[src/design/fts_pkg.sv]
package fts_pkg;

    localparam int FLOW_ENTRIES_DEF = 64;
    localparam int WORKER_IDS_DEF   = 16;
    localparam int WORKER_SLOTS_DEF = 8;

    // shortest packet that carries a full key
    localparam int KEY_BYTES = 8;

    localparam int CFG_INDEX_W = 1;
    localparam int CFG_DATA_W  = 4;
    localparam logic [CFG_DATA_W-1:0] SLOT_COUNT_RESET = 4'd4;

    typedef enum logic [CFG_INDEX_W-1:0] {
        CFG_ENABLED    = 1'b0,
        CFG_SLOT_COUNT = 1'b1
    } cfg_index_e;

    typedef enum logic [2:0] {
        ACT_PACKET     = 3'd0,
        ACT_ADD        = 3'd1,
        ACT_REMOVE     = 3'd2,
        ACT_REGISTER   = 3'd3,
        ACT_UNREGISTER = 3'd4
    } action_e;

    typedef enum logic [3:0] {
        ST_MAPPED   = 4'd0,
        ST_RR       = 4'd1,
        ST_DISABLED = 4'd2,
        ST_SHORT    = 4'd3,
        ST_ZERO     = 4'd4,
        ST_NOWORKER = 4'd5,
        ST_UNREG    = 4'd6,
        ST_FLOW     = 4'd7,
        ST_FULL     = 4'd8,
        ST_WORKER   = 4'd9
    } status_e;

    typedef struct packed {
        logic [2:0]  action;
        logic [63:0] flow_key;
        logic [10:0] packet_length;
        logic [3:0]  worker;
    } item_t;

    typedef struct packed {
        logic [3:0] status;
        logic [3:0] dest_worker;
    } result_t;

    typedef enum logic [1:0] {
        WR_UPDATE = 2'd0,
        WR_INSERT = 2'd1,
        WR_REMOVE = 2'd2,
        WR_CLEAR  = 2'd3
    } flow_wr_e;

    typedef struct packed {
        logic     load;
        logic     check;
        logic     wr_en;
        flow_wr_e wr_kind;
    } flow_cmd_t;

    typedef struct packed {
        logic       key_zero;
        logic       len_short;
        logic       scan_done;
        logic       hit;
        logic [3:0] hit_worker;
        logic       free_found;
    } flow_sts_t;

    typedef struct packed {
        logic load;
        logic set_mark;
        logic clr_mark;
        logic claim;
        logic release_slot;
        logic advance;
        logic rr_step;
    } wrk_cmd_t;

    typedef struct packed {
        logic       id_ok;
        logic       cnt_done;
        logic       free_here;
        logic       match_here;
        logic       used_cap;
        logic       rr_ok;
        logic [3:0] rr_worker;
        logic       hit_ok;
    } wrk_sts_t;

    typedef enum logic [3:0] {
        S_CLEAR       = 4'd0,
        S_IDLE        = 4'd1,
        S_FL_READ     = 4'd2,
        S_FL_CHECK    = 4'd3,
        S_RR_READ     = 4'd4,
        S_RR_CHECK    = 4'd5,
        S_REG_SCAN    = 4'd6,
        S_UNREG_READ  = 4'd7,
        S_UNREG_CHECK = 4'd8,
        S_DONE        = 4'd9
    } state_e;

endpackage

[src/design/fts_flow_table.sv]
module fts_flow_table #(
    parameter int FLOW_ENTRIES = fts_pkg::FLOW_ENTRIES_DEF
) (
    input  logic              clk,
    input  logic              rst_n,
    input  fts_pkg::item_t    item,
    input  fts_pkg::flow_cmd_t cmd,
    output fts_pkg::flow_sts_t sts
);
    import fts_pkg::*;

    localparam int AW = $clog2(FLOW_ENTRIES);
    localparam int CW = AW + 1;

    typedef struct packed {
        logic        valid;
        logic [3:0]  worker;
        logic [63:0] key;
    } entry_t;

    entry_t flow_mem [FLOW_ENTRIES];

    logic [CW-1:0] cnt_reg, cnt_next;
    logic          hit_reg, hit_next;
    logic          free_reg, free_next;
    logic [AW-1:0] hit_idx_reg, hit_idx_next;
    logic [AW-1:0] free_idx_reg, free_idx_next;
    logic [3:0]    hit_wrk_reg, hit_wrk_next;
    logic [63:0]   key_reg, key_next;
    logic [3:0]    wrk_reg, wrk_next;
    entry_t        rd_reg;

    logic [AW-1:0] cnt_idx;
    logic          match;
    logic [AW-1:0] wr_addr;
    entry_t        wr_data;

    assign cnt_idx = cnt_reg[AW-1:0];
    assign match   = rd_reg.valid && (rd_reg.key == key_reg);

    always_comb
    begin
        cnt_next      = cnt_reg;
        hit_next      = hit_reg;
        free_next     = free_reg;
        hit_idx_next  = hit_idx_reg;
        free_idx_next = free_idx_reg;
        hit_wrk_next  = hit_wrk_reg;
        key_next      = key_reg;
        wrk_next      = wrk_reg;
        if (cmd.load)
        begin
            cnt_next  = '0;
            hit_next  = 1'b0;
            free_next = 1'b0;
            key_next  = item.flow_key;
            wrk_next  = item.worker;
        end
        if (cmd.check)
        begin
            cnt_next = cnt_reg + CW'(1);
            if (match && !hit_reg)
            begin
                hit_next     = 1'b1;
                hit_idx_next = cnt_idx;
                hit_wrk_next = rd_reg.worker;
            end
            if (!rd_reg.valid && !free_reg)
            begin
                free_next     = 1'b1;
                free_idx_next = cnt_idx;
            end
        end
        if (cmd.wr_en && (cmd.wr_kind == WR_CLEAR))
        begin
            cnt_next = cnt_reg + CW'(1);
        end
    end

    always_comb
    begin
        wr_data.valid  = 1'b1;
        wr_data.worker = wrk_reg;
        wr_data.key    = key_reg;
        case (cmd.wr_kind)
            WR_UPDATE: wr_addr = hit_idx_reg;
            WR_INSERT: wr_addr = free_idx_reg;
            WR_REMOVE:
            begin
                wr_addr       = hit_idx_reg;
                wr_data.valid = 1'b0;
            end
            WR_CLEAR:
            begin
                wr_addr = cnt_idx;
                wr_data = '0;
            end
            default: wr_addr = cnt_idx;
        endcase
    end

    always_ff @(posedge clk or negedge rst_n)
    begin
        if (!rst_n)
        begin
            cnt_reg  <= '0;
            hit_reg  <= 1'b0;
            free_reg <= 1'b0;
        end
        else
        begin
            cnt_reg  <= cnt_next;
            hit_reg  <= hit_next;
            free_reg <= free_next;
        end
    end

    always_ff @(posedge clk)
    begin
        hit_idx_reg  <= hit_idx_next;
        free_idx_reg <= free_idx_next;
        hit_wrk_reg  <= hit_wrk_next;
        key_reg      <= key_next;
        wrk_reg      <= wrk_next;
    end

    // single write port, one registered read at the scan index
    always_ff @(posedge clk)
    begin
        if (cmd.wr_en)
        begin
            flow_mem[wr_addr] <= wr_data;
        end
        rd_reg <= flow_mem[cnt_idx];
    end

    assign sts.key_zero   = (item.flow_key == '0);
    assign sts.len_short  = (item.packet_length < 11'(KEY_BYTES));
    assign sts.scan_done  = (cnt_reg == CW'(FLOW_ENTRIES));
    assign sts.hit        = hit_reg;
    assign sts.hit_worker = hit_wrk_reg;
    assign sts.free_found = free_reg;

    a_check_in_range: assert property (@(posedge clk) disable iff (!rst_n)
        cmd.check |-> !sts.scan_done)
        else $error("flow scan checked past the last entry");

    a_insert_free: assert property (@(posedge clk) disable iff (!rst_n)
        (cmd.wr_en && (cmd.wr_kind == WR_INSERT)) |-> (free_reg && !hit_reg))
        else $error("flow insert without a free entry or over a held key");

endmodule

[src/design/fts_workers.sv]
module fts_workers #(
    parameter int WORKER_IDS   = fts_pkg::WORKER_IDS_DEF,
    parameter int WORKER_SLOTS = fts_pkg::WORKER_SLOTS_DEF
) (
    input  logic                              clk,
    input  logic                              rst_n,
    input  logic                              cfg_write,
    input  logic [fts_pkg::CFG_INDEX_W-1:0]   cfg_index,
    input  logic [fts_pkg::CFG_DATA_W-1:0]    cfg_data,
    input  fts_pkg::item_t                    item,
    input  logic [3:0]                        hit_worker,
    input  fts_pkg::wrk_cmd_t                 cmd,
    output fts_pkg::wrk_sts_t                 sts
);
    import fts_pkg::*;

    localparam int SAW = (WORKER_SLOTS > 1) ? $clog2(WORKER_SLOTS) : 1;
    localparam int SCW = $clog2(WORKER_SLOTS + 1);
    localparam int NW  = (SCW > CFG_DATA_W) ? SCW : CFG_DATA_W;
    localparam int IDW = $clog2(WORKER_IDS);
    localparam int IXW = IDW + 4;

    logic [3:0] slot_mem [WORKER_SLOTS];

    logic [CFG_DATA_W-1:0]   slot_count_reg, slot_count_next;
    logic [WORKER_IDS-1:0]   registered_reg, registered_next;
    logic [WORKER_SLOTS-1:0] used_reg, used_next;
    logic [SAW-1:0]          ptr_reg, ptr_next;
    logic [SCW-1:0]          s_cnt_reg, s_cnt_next;
    logic [3:0]              wid_reg, wid_next;
    logic                    used_cap_reg, used_cap_next;
    logic [3:0]              rd_reg;

    logic [NW-1:0]  count_x;
    logic [NW-1:0]  n_x;
    logic [SCW-1:0] n;
    logic [SCW-1:0] ptr_x;
    logic [SCW-1:0] rr_x;
    logic [SCW-1:0] rr_inc;
    logic [SCW-1:0] rr_wrap;
    logic [SAW-1:0] rr_idx;
    logic [SAW-1:0] s_idx;
    logic [SAW-1:0] rd_addr;

    function automatic logic id_ok_f(input logic [3:0] w);
        return IXW'(w) < IXW'(WORKER_IDS);
    endfunction

    function automatic logic [IDW-1:0] id_idx_f(input logic [3:0] w);
        logic [IXW-1:0] wx;
        wx = IXW'(w);
        return wx[IDW-1:0];
    endfunction

    // slot count clamped to 1..WORKER_SLOTS
    assign count_x = NW'(slot_count_reg);
    assign n_x     = (count_x == '0) ? NW'(1) :
                     ((count_x > NW'(WORKER_SLOTS)) ? NW'(WORKER_SLOTS) : count_x);
    assign n       = n_x[SCW-1:0];

    // pointer outside the active slots restarts at zero
    assign ptr_x   = SCW'(ptr_reg);
    assign rr_x    = (ptr_x >= n) ? '0 : ptr_x;
    assign rr_inc  = rr_x + SCW'(1);
    assign rr_wrap = (rr_inc >= n) ? '0 : rr_inc;
    assign rr_idx  = rr_x[SAW-1:0];
    assign s_idx   = s_cnt_reg[SAW-1:0];
    assign rd_addr = cmd.rr_step ? rr_idx : s_idx;

    always_comb
    begin
        slot_count_next = slot_count_reg;
        registered_next = registered_reg;
        used_next       = used_reg;
        ptr_next        = ptr_reg;
        s_cnt_next      = s_cnt_reg;
        wid_next        = wid_reg;
        used_cap_next   = used_cap_reg;
        if (cfg_write && (cfg_index == CFG_SLOT_COUNT))
        begin
            slot_count_next = cfg_data;
        end
        if (cmd.load)
        begin
            s_cnt_next = '0;
            wid_next   = item.worker;
        end
        if (cmd.set_mark && id_ok_f(wid_reg))
        begin
            registered_next[id_idx_f(wid_reg)] = 1'b1;
        end
        if (cmd.clr_mark && id_ok_f(wid_reg))
        begin
            registered_next[id_idx_f(wid_reg)] = 1'b0;
        end
        if (cmd.claim)
        begin
            used_next[s_idx] = 1'b1;
        end
        if (cmd.release_slot)
        begin
            used_next[s_idx] = 1'b0;
        end
        if (cmd.advance || cmd.rr_step)
        begin
            s_cnt_next = s_cnt_reg + SCW'(1);
        end
        if (cmd.rr_step)
        begin
            ptr_next      = rr_wrap[SAW-1:0];
            used_cap_next = used_reg[rr_idx];
        end
    end

    always_ff @(posedge clk or negedge rst_n)
    begin
        if (!rst_n)
        begin
            slot_count_reg <= SLOT_COUNT_RESET;
            registered_reg <= '0;
            used_reg       <= '0;
            ptr_reg        <= '0;
            s_cnt_reg      <= '0;
        end
        else
        begin
            slot_count_reg <= slot_count_next;
            registered_reg <= registered_next;
            used_reg       <= used_next;
            ptr_reg        <= ptr_next;
            s_cnt_reg      <= s_cnt_next;
        end
    end

    always_ff @(posedge clk)
    begin
        wid_reg      <= wid_next;
        used_cap_reg <= used_cap_next;
    end

    always_ff @(posedge clk)
    begin
        if (cmd.claim)
        begin
            slot_mem[s_idx] <= wid_reg;
        end
        rd_reg <= slot_mem[rd_addr];
    end

    assign sts.id_ok      = id_ok_f(wid_reg);
    assign sts.cnt_done   = (s_cnt_reg >= n);
    assign sts.free_here  = !used_reg[s_idx];
    assign sts.match_here = used_reg[s_idx] && (rd_reg == wid_reg);
    assign sts.used_cap   = used_cap_reg;
    assign sts.rr_worker  = rd_reg;
    assign sts.rr_ok      = id_ok_f(rd_reg) && registered_reg[id_idx_f(rd_reg)];
    assign sts.hit_ok     = id_ok_f(hit_worker) && registered_reg[id_idx_f(hit_worker)];

    a_claim_free: assert property (@(posedge clk) disable iff (!rst_n)
        cmd.claim |-> (!sts.cnt_done && sts.free_here && sts.id_ok))
        else $error("slot claimed that is busy or outside the slot count");

    a_release_match: assert property (@(posedge clk) disable iff (!rst_n)
        cmd.release_slot |-> (!sts.cnt_done && sts.match_here))
        else $error("slot released that does not hold the worker");

endmodule

[src/design/fts_ctrl.sv]
module fts_ctrl (
    input  logic                            clk,
    input  logic                            rst_n,
    input  logic                            item_valid,
    output logic                            item_stall,
    input  fts_pkg::item_t                  item,
    input  logic                            cfg_write,
    input  logic [fts_pkg::CFG_INDEX_W-1:0] cfg_index,
    input  logic [fts_pkg::CFG_DATA_W-1:0]  cfg_data,
    input  fts_pkg::flow_sts_t              fsts,
    input  fts_pkg::wrk_sts_t               wsts,
    output fts_pkg::flow_cmd_t              fcmd,
    output fts_pkg::wrk_cmd_t               wcmd,
    output logic                            result_valid,
    input  logic                            result_stall,
    output fts_pkg::result_t                result
);
    import fts_pkg::*;

    state_e  state_reg, state_next;
    action_e op_reg, op_next;
    logic    enabled_reg, enabled_next;
    status_e fin_status_reg, fin_status_next;
    logic [3:0] fin_target_reg, fin_target_next;
    logic    result_valid_reg, result_valid_next;
    result_t result_reg, result_next;

    logic    accept;
    action_e act;
    logic    fin;
    status_e fin_st;
    logic [3:0] fin_tg;

    assign item_stall = (state_reg != S_IDLE);
    assign accept     = item_valid && (state_reg == S_IDLE);
    assign act        = action_e'(item.action);

    always_comb
    begin
        state_next        = state_reg;
        op_next           = op_reg;
        enabled_next      = enabled_reg;
        fin_status_next   = fin_status_reg;
        fin_target_next   = fin_target_reg;
        result_valid_next = result_valid_reg;
        result_next       = result_reg;
        fcmd              = '0;
        wcmd              = '0;
        fin               = 1'b0;
        fin_st            = ST_DISABLED;
        fin_tg            = '0;

        if (cfg_write && (cfg_index == CFG_ENABLED))
        begin
            enabled_next = cfg_data[0];
        end
        if (result_valid_reg && !result_stall)
        begin
            result_valid_next = 1'b0;
        end

        case (state_reg)
            S_CLEAR:
            begin
                if (fsts.scan_done)
                begin
                    state_next = S_IDLE;
                end
                else
                begin
                    fcmd.wr_en   = 1'b1;
                    fcmd.wr_kind = WR_CLEAR;
                end
            end
            S_IDLE:
            begin
                if (accept)
                begin
                    op_next   = act;
                    fcmd.load = 1'b1;
                    wcmd.load = 1'b1;
                    case (act)
                        ACT_PACKET:
                        begin
                            if (!enabled_reg)
                            begin
                                fin = 1'b1;
                            end
                            else if (fsts.len_short)
                            begin
                                fin    = 1'b1;
                                fin_st = ST_SHORT;
                            end
                            else if (fsts.key_zero)
                            begin
                                fin    = 1'b1;
                                fin_st = ST_ZERO;
                            end
                            else
                            begin
                                state_next = S_FL_READ;
                            end
                        end
                        ACT_ADD, ACT_REMOVE:
                        begin
                            if (!enabled_reg)
                            begin
                                fin = 1'b1;
                            end
                            else
                            begin
                                state_next = S_FL_READ;
                            end
                        end
                        ACT_REGISTER:   state_next = S_REG_SCAN;
                        ACT_UNREGISTER: state_next = S_UNREG_READ;
                        default:        fin = 1'b1;
                    endcase
                end
            end
            S_FL_READ:
            begin
                if (fsts.hit || fsts.scan_done)
                begin
                    case (op_reg)
                        ACT_PACKET:
                        begin
                            if (fsts.hit)
                            begin
                                fin    = 1'b1;
                                fin_st = wsts.hit_ok ? ST_MAPPED : ST_UNREG;
                                fin_tg = wsts.hit_ok ? fsts.hit_worker : 4'd0;
                            end
                            else
                            begin
                                state_next = S_RR_READ;
                            end
                        end
                        ACT_ADD:
                        begin
                            fin    = 1'b1;
                            fin_st = ST_FLOW;
                            if (fsts.hit)
                            begin
                                fcmd.wr_en   = 1'b1;
                                fcmd.wr_kind = WR_UPDATE;
                            end
                            else if (fsts.free_found)
                            begin
                                fcmd.wr_en   = 1'b1;
                                fcmd.wr_kind = WR_INSERT;
                            end
                            else
                            begin
                                fin_st = ST_FULL;
                            end
                        end
                        ACT_REMOVE:
                        begin
                            fin          = 1'b1;
                            fin_st       = ST_FLOW;
                            fcmd.wr_en   = fsts.hit;
                            fcmd.wr_kind = WR_REMOVE;
                        end
                        default: fin = 1'b1;
                    endcase
                end
                else
                begin
                    state_next = S_FL_CHECK;
                end
            end
            S_FL_CHECK:
            begin
                fcmd.check = 1'b1;
                state_next = S_FL_READ;
            end
            S_RR_READ:
            begin
                if (wsts.cnt_done)
                begin
                    fin    = 1'b1;
                    fin_st = ST_NOWORKER;
                end
                else
                begin
                    wcmd.rr_step = 1'b1;
                    state_next   = S_RR_CHECK;
                end
            end
            S_RR_CHECK:
            begin
                if (wsts.used_cap)
                begin
                    fin    = 1'b1;
                    fin_st = wsts.rr_ok ? ST_RR : ST_UNREG;
                    fin_tg = wsts.rr_ok ? wsts.rr_worker : 4'd0;
                end
                else
                begin
                    state_next = S_RR_READ;
                end
            end
            S_REG_SCAN:
            begin
                if (!wsts.id_ok)
                begin
                    fin    = 1'b1;
                    fin_st = ST_WORKER;
                end
                else if (wsts.cnt_done || wsts.free_here)
                begin
                    wcmd.set_mark = 1'b1;
                    wcmd.claim    = !wsts.cnt_done;
                    fin           = 1'b1;
                    fin_st        = ST_WORKER;
                end
                else
                begin
                    wcmd.advance = 1'b1;
                end
            end
            S_UNREG_READ:
            begin
                if (!wsts.id_ok || wsts.cnt_done)
                begin
                    wcmd.clr_mark = 1'b1;
                    fin           = 1'b1;
                    fin_st        = ST_WORKER;
                end
                else
                begin
                    state_next = S_UNREG_CHECK;
                end
            end
            S_UNREG_CHECK:
            begin
                if (wsts.match_here)
                begin
                    wcmd.release_slot = 1'b1;
                    wcmd.clr_mark     = 1'b1;
                    fin               = 1'b1;
                    fin_st            = ST_WORKER;
                end
                else
                begin
                    wcmd.advance = 1'b1;
                    state_next   = S_UNREG_READ;
                end
            end
            S_DONE:
            begin
                if (!result_valid_reg || !result_stall)
                begin
                    result_valid_next       = 1'b1;
                    result_next.status      = fin_status_reg;
                    result_next.dest_worker = fin_target_reg;
                    state_next              = S_IDLE;
                end
            end
            default: state_next = S_IDLE;
        endcase

        if (fin)
        begin
            fin_status_next = fin_st;
            fin_target_next = fin_tg;
            state_next      = S_DONE;
        end
    end

    always_ff @(posedge clk or negedge rst_n)
    begin
        if (!rst_n)
        begin
            state_reg        <= S_CLEAR;
            enabled_reg      <= 1'b0;
            result_valid_reg <= 1'b0;
        end
        else
        begin
            state_reg        <= state_next;
            enabled_reg      <= enabled_next;
            result_valid_reg <= result_valid_next;
        end
    end

    always_ff @(posedge clk)
    begin
        op_reg         <= op_next;
        fin_status_reg <= fin_status_next;
        fin_target_reg <= fin_target_next;
        result_reg     <= result_next;
    end

    assign result_valid = result_valid_reg;
    assign result       = result_reg;

    a_accept_works: assert property (@(posedge clk) disable iff (!rst_n)
        accept |=> (state_reg != S_IDLE))
        else $error("accepted request left no work behind");

    a_target_zero: assert property (@(posedge clk) disable iff (!rst_n)
        (result_valid_reg && (result_reg.status != ST_MAPPED)
            && (result_reg.status != ST_RR)) |-> (result_reg.dest_worker == 4'd0))
        else $error("target set on a request that was not sent");

endmodule

[src/design/flow_to_worker_steering.sv]
// Flow steering: each request is a packet to steer, a flow add or remove, or a
// worker register or unregister, and each request gives exactly one result
// (status plus target worker, target zero unless the packet was sent). The
// block works on one request at a time. The flow table is a memory with one
// write port and one registered read port, scanned one entry at a time (read,
// then compare) and stopping at a hit; on a miss a packet, add or remove
// looks at all FLOW_ENTRIES entries. A packet that misses then walks the
// worker slots from the round-robin pointer, one attempt at a time (read,
// then check), up to the active slot count, and finishes with no worker when
// no used slot turns up. Register looks at the slots one by one for a free
// one, unregister reads and then compares each slot for the worker, each
// stopping at a find or past the last active slot. Disabled, short and
// zero-key packets finish in the accept cycle. Every request moves its result
// into the output register from S_DONE; that register can hold a finished
// result while the next request is accepted. After reset the flow table is
// swept clear entry by entry and item_stall stays high until the sweep is done;
// configuration writes are taken at any time but belong in idle periods.
// slot_count of zero acts as 1, values above WORKER_SLOTS act as WORKER_SLOTS.
module flow_to_worker_steering #(
    parameter int FLOW_ENTRIES = fts_pkg::FLOW_ENTRIES_DEF,
    parameter int WORKER_IDS   = fts_pkg::WORKER_IDS_DEF,
    parameter int WORKER_SLOTS = fts_pkg::WORKER_SLOTS_DEF
) (
    input  logic                            clk,
    input  logic                            rst_n,
    input  logic                            item_valid,
    output logic                            item_stall,
    input  fts_pkg::item_t                  item,
    output logic                            result_valid,
    input  logic                            result_stall,
    output fts_pkg::result_t                result,
    input  logic                            cfg_write,
    input  logic [fts_pkg::CFG_INDEX_W-1:0] cfg_index,
    input  logic [fts_pkg::CFG_DATA_W-1:0]  cfg_data
);
    import fts_pkg::*;

    flow_cmd_t fcmd;
    flow_sts_t fsts;
    wrk_cmd_t  wcmd;
    wrk_sts_t  wsts;

    // flow table: key memory, scan counter, hit and free-entry tracking
    fts_flow_table #(
        .FLOW_ENTRIES(FLOW_ENTRIES)
    ) u_flow (
        .clk   (clk),
        .rst_n (rst_n),
        .item  (item),
        .cmd   (fcmd),
        .sts   (fsts)
    );

    // worker marks, slot table and round-robin pointer; also checks the
    // mapped worker of a flow hit
    fts_workers #(
        .WORKER_IDS   (WORKER_IDS),
        .WORKER_SLOTS (WORKER_SLOTS)
    ) u_workers (
        .clk        (clk),
        .rst_n      (rst_n),
        .cfg_write  (cfg_write),
        .cfg_index  (cfg_index),
        .cfg_data   (cfg_data),
        .item       (item),
        .hit_worker (fsts.hit_worker),
        .cmd        (wcmd),
        .sts        (wsts)
    );

    // sequencer: decodes the request, runs the scans, owns the result register
    fts_ctrl u_ctrl (
        .clk          (clk),
        .rst_n        (rst_n),
        .item_valid   (item_valid),
        .item_stall   (item_stall),
        .item         (item),
        .cfg_write    (cfg_write),
        .cfg_index    (cfg_index),
        .cfg_data     (cfg_data),
        .fsts         (fsts),
        .wsts         (wsts),
        .fcmd         (fcmd),
        .wcmd         (wcmd),
        .result_valid (result_valid),
        .result_stall (result_stall),
        .result       (result)
    );

endmodule
[config.mk]
export PLATFORM = sky130hd
export DESIGN_NAME = flow_to_worker_steering
export DESIGN_NICKNAME = d
export VERILOG_FILES = /design/src/design/fts_pkg.sv /design/src/design/fts_flow_table.sv /design/src/design/fts_workers.sv /design/src/design/fts_ctrl.sv /design/src/design/flow_to_worker_steering.sv
export SDC_FILE = /design/constraint.sdc
export NUM_CORES = 2
export LEC_CHECK = 0
export ABC_CLOCK_PERIOD_IN_PS = 15600
export BUFFER_PORTS_ARGS = -buffer_cell sky130_fd_sc_hd__buf_2
export CORE_ASPECT_RATIO = 0.9
export CORE_MARGIN = 2
export CORE_UTILIZATION = 50
export DETAILED_ROUTE_END_ITERATION = 16
export PLACE_DENSITY = 0.65
export SYNTH_ARGS = -nofsm -noshare
export SYNTH_HDL_FRONTEND = slang
export SYNTH_MEMORY_MAX_BITS = 65536
export SYNTH_SLANG_ARGS = --single-unit
[constraint.sdc]
create_clock -name clk -period 15.6 [get_ports clk]
set_clock_uncertainty 0.1 [all_clocks]
set_input_delay 0.78 -clock clk [delete_from_list [all_inputs] [get_ports clk]]
set_output_delay 0.78 -clock clk [all_outputs]
set_load 0.01 [all_outputs]
==> metrics.md <==
| Metric | Value |
|---|---|
| Result of the run | complete, no violations |
| Final critical-path share of the clock period | 50.8% |
| Worst Setup End Kind | register |
| Max Clk Rate | 126 MHz |
| Drc violations | 0 |
| Clock transition at the registers of the reported paths | 0.06 ns |
| Required time at the worst-slack endpoint | 16.34 ns |
| Net Count, Synth | 7282 |
| Critical path start-end classification | reg -> reg |
| Logic gate share of total power | 21.5% |
| Core area | 354000 um2 |
| Cell internal pwr | 24600 uW |
| Summed area of non-filler cells in the final layout | 201000 um2 |
| Sw Share | 27.1% |
| Smallest setup slack after layout | 7.67 ns |
| Via density per instance | 6.56 |
| GRT Total Usage | 26.5% |
| Post-synthesis xor/xnor area fraction | 0.271% |
| Number of buffers inserted by port buffering | 98 |
| Worst R2R End | u_flow.rd_reg[28] |
| Minimum clock period | 7.93 ns |
| Reg2reg path depth | 9 |
| Clock network fraction of design power | 31.9% |
| Source of the critical timing path | u_flow.cnt_reg[0] |
| Final count of negative-setup-slack endpoints | 0 |
| Number of synthesized flops with an enable pin | 4552 |
| Via count | 83935 |
| CP arrival | 8.67 ns |
| Initial core utilization | 50.3% |
| Instance count of the mapped netlist | 7175 |
| Part of the Yosys area used for sequential elements | 78.3% |
| Insertion delay of the later-clocked pin in the worst-skew pair | 1.00 ns |
| Top FF cell, synth | sky130_fd_sc_hd__edfxtp_1 |
| Final routed wirelength across all metal layers | 478000 um |
| Wire length of the first global-routing pass | 661000 um |
| Synth cell types | 65 |
| Switching component of the power | 9160 uW |
| Multiplexer share of the synthesized area | 18.7% |
| Worst Max-Slew Pin Slew | 1.27 ns |
| Area share of and/or/nand/nor cells after synthesis | 1.15% |
| CTS tree | built |
| Flip-flop and latch count after synthesis | 4675 |
| Final layout net count | 7800 |
| First DRT Iteration DRCs | 12884 |
| Number of pins with negative max-slew slack in the final report | 0 |
| Dpl cell area | 186000 um2 |
| Layout cells sized above 1 | 31.9% |
| Final Core Density | 56.8% |
| Synth warnings | 0 |
| Total CTS buffers | 452 |
| Max reg flops | 4416 |
| Largest fanout on the critical path | 51 |
| Post-synthesis instance area | 178000 um2 |
| Critical Path End | u_flow.rd_reg[28] |
| Critical R2R Launch | u_flow.cnt_reg[0] |
| Count of antenna-violating nets left after detailed routing | 0 |
| Power share of the sequential group | 46.6% |
| Initial antenna violation count | 18 |
| Post-detail-place hpwl | 239000 um |
| Residual overflow from global routing | 0 |
| Die area | 361000 um2 |
| Routability congestion estimate | 0.809 |
| Overall die width | 633 um |
| Setup Total Neg Slack | 0 ns |
| Detailed-route wire length per cell | 37.4 um |
| Max-Slew Margin vs Limit | 15.0% |
| CP Launch Type | register |
| First drt pass iteration count | 9 |
| CTS root buffer | sky130_fd_sc_hd__clkbuf_16 |
| Leakage power total | 0.0613 uW |
| Setup repair after global routing missed its margin | no |
| Core Rows | 207 |
| Number of fill cells in the layout | 25299 |
| Post-synthesis adder-cell area fraction | 0.105% |
| Setup bufs post-CTS | 0 |
| Worst-case vdd ir drop | 0.000137 V |
| Die Height | 570 um |
| Reg2reg setup slack | 7.67 ns |
| Post-synthesis to final-layout area growth | 12.9% |
| Type of the most critical hold path | in -> reg |
| CTS H-Tree Depth | 5 |
| Count of boundary I/O pins | 102 |
| Combinational family with the most area after synthesis | multiplexers |
| Max-Cap Viols | 0 |
| Total power density per cell area | 168 nW/um2 |
| Complex-gate fraction of the synthesized area | 0.567% |
| Maximum number of pins on one net before global-route repair | 147 |
| Vias in the first global route | 82633 |
| Clock buffer depth | 4 |
| Share of async-settable or async-resettable flops after synthesis | 1.07% |
| CTS Sinks | 4675 |
| Worst slack, placed | 7.40 ns |
| Syn Area/Cell | 24.8 um2 |
| Final hold violations | 0 |
==> Yosys cell counts (3+ instances only) <==
master / count / area [um2]
sky130_fd_sc_hd__o31ai_1: 5 / 37.5
sky130_fd_sc_hd__nand2_1: 47 / 176
sky130_fd_sc_hd__nor2b_1: 18 / 113
sky130_fd_sc_hd__buf_2: 85 / 425
sky130_fd_sc_hd__a22o_1: 7 / 61.3
sky130_fd_sc_hd__o21ai_0: 24 / 120
sky130_fd_sc_hd__o221ai_1: 3 / 26.3
sky130_fd_sc_hd__a31oi_1: 3 / 18.8
sky130_fd_sc_hd__nand4_1: 16 / 100
sky130_fd_sc_hd__a221oi_1: 9 / 78.8
sky130_fd_sc_hd__nor2_1: 123 / 462
sky130_fd_sc_hd__mux2_2: 12 / 135
sky130_fd_sc_hd__and3_1: 4 / 25.0
sky130_fd_sc_hd__clkbuf_1: 234 / 878
sky130_fd_sc_hd__xor2_1: 32 / 280
sky130_fd_sc_hd__xnor2_1: 23 / 201
sky130_fd_sc_hd__or3_1: 4 / 25.0
sky130_fd_sc_hd__and2_1: 74 / 463
sky130_fd_sc_hd__mux2i_1: 23 / 230
sky130_fd_sc_hd__dfxtp_1: 73 / 1460
sky130_fd_sc_hd__dfrtp_1: 49 / 1230
sky130_fd_sc_hd__ha_1: 15 / 188
sky130_fd_sc_hd__nand3_1: 17 / 85.1
sky130_fd_sc_hd__or2_2: 7 / 43.8
sky130_fd_sc_hd__nand2_2: 5 / 31.3
sky130_fd_sc_hd__a211oi_1: 3 / 22.5
sky130_fd_sc_hd__a21o_1: 3 / 22.5
sky130_fd_sc_hd__nor4_1: 29 / 181
sky130_fd_sc_hd__nor3b_1: 4 / 30.0
sky130_fd_sc_hd__inv_1: 31 / 116
sky130_fd_sc_hd__o221a_2: 3 / 33.8
sky130_fd_sc_hd__buf_1: 35 / 131
sky130_fd_sc_hd__o211ai_1: 5 / 37.5
sky130_fd_sc_hd__nand2b_1: 22 / 138
sky130_fd_sc_hd__o22ai_1: 6 / 37.5
sky130_fd_sc_hd__edfxtp_1: 4552 / 137000
sky130_fd_sc_hd__mux4_2: 1459 / 32900
sky130_fd_sc_hd__nor3_1: 21 / 105
sky130_fd_sc_hd__a21oi_1: 57 / 285
==> cells by family after synthesis <==
| group | count (synthesis) |
|---|---|
| flip-flops | 4675 |
| multiplexers | 1495 |
| AND/OR/NAND/NOR | 398 |
| buffers and inverters | 387 |
| AO/OA/AOI/OAI | 150 |
| XOR/XNOR | 55 |
| adder cells (fa/ha/maj) | 15 |
==> worst min path at each step <==
stage	start	endpoint	slack [ns]	depth (start not counted)
6_report	item[72]	u_flow.key_reg[57]	0.05	1
5_1_grt	item[72]	u_flow.key_reg[57]	0.008	1
4_1_cts	item[40]	u_flow.key_reg[25]	0.003	1
3_5_place_dp	u_flow.rd_reg[65]	u_flow.hit_wrk_reg[1]	0.29	0
3_3_place_gp	u_flow.rd_reg[66]	u_flow.hit_wrk_reg[2]	0.29	0
2_1_floorplan	u_flow.rd_reg[64]	u_flow.hit_wrk_reg[0]	0.29	0
==> placed cells by master (no fill, tap or decap), drive strengths merged, types with 5 or more instances in the layout <==
cell type / count
nor3: 22
bufinv: 31
o211ai: 5
clkinvlp: 11
nor2b: 18
dfxtp: 73
o31ai: 5
or2: 7
o22ai: 7
inv: 48
a221oi: 9
and2: 74
buf: 346
clkinv: 178
nand3: 17
nor2: 123
mux4: 1459
ha: 15
dlygate4sd3: 74
a22o: 7
a21oi: 58
nand2: 52
dfrtp: 49
xor2: 32
nor4: 29
nand2b: 22
mux2: 12
xnor2: 23
mux2i: 24
o221ai: 5
edfxtp: 4552
o21ai: 27
nand4: 16
clkbuf: 607
==> critical path: stages (launching register included) <==
cell and delay, ns:
sky130_fd_sc_hd__dfrtp_4 1.00, sky130_fd_sc_hd__buf_4 0.91, sky130_fd_sc_hd__buf_4 0.80, sky130_fd_sc_hd__buf_4 0.80, sky130_fd_sc_hd__buf_4 0.72, sky130_fd_sc_hd__buf_4 0.73
sky130_fd_sc_hd__buf_4 0.70, sky130_fd_sc_hd__mux4_2 0.60, sky130_fd_sc_hd__mux4_2 0.56, sky130_fd_sc_hd__mux4_2 0.49
==> stage by stage <==
step | instances | total power (uW) | hold WS, ns
floorplan | 7175 | 21400 | 0.286
global route | 12787 | 34800 | 0.00837
detailed placement | 11867 | 23300 | 0.289
CTS | 12785 | 33900 | 0.00252
global placement | 11867 | 23100 | 0.290
finish | 12788 | 33800 | 0.0466
==> power by group through the flow <==
| stage | sequential [uW] | clock (uW) | combinational [uW] |
|---|---|---|---|
| finish | 15700 | 10800 | 7270 |
| global route | 15800 | 11400 | 7700 |
| CTS | 15700 | 10900 | 7310 |
| detailed placement | 16000 | 0 | 7280 |
| global placement | 16000 | 0 | 7110 |
| floorplan | 15800 | 0 | 5660 |
==> cell type report <==
| type | count | area, um2 | area share, % |
|---|---|---|---|
| repair buffers | 420 | 3330 | 1.66 |
| diodes | 3 | 7.51 | 0.00374 |
| flip-flops and latches | 4675 | 139000 | 69.4 |
| inverters | 31 | 119 | 0.0592 |
| clock buffers | 607 | 12400 | 6.17 |
| well taps | 4702 | 5880 | 2.93 |
| clock inverters | 237 | 2180 | 1.09 |
| multi-input cells | 2113 | 37500 | 18.7 |
==> layer usage <==
layer / global-route usage [%] / routed length (um) / vias up
met1: 37.8 / 183000 / 46063
met5: 0 / 39 / -
met4: 8.68 / 17100 / 6
li1: - / - / 32231
met3: 4.75 / 47200 / 752
met2: 42.0 / 231000 / 4883
==> repair_timing <==
| item | 4_1_cts | 5_1_grt |
|---|---|---|
| endpoints found under the hold margin | 123 | 0 |
| hold buffers | 74 | 0 |
| resized for setup | 0 | 0 |
Note: power is estimated with default switching activity, not from simulation.
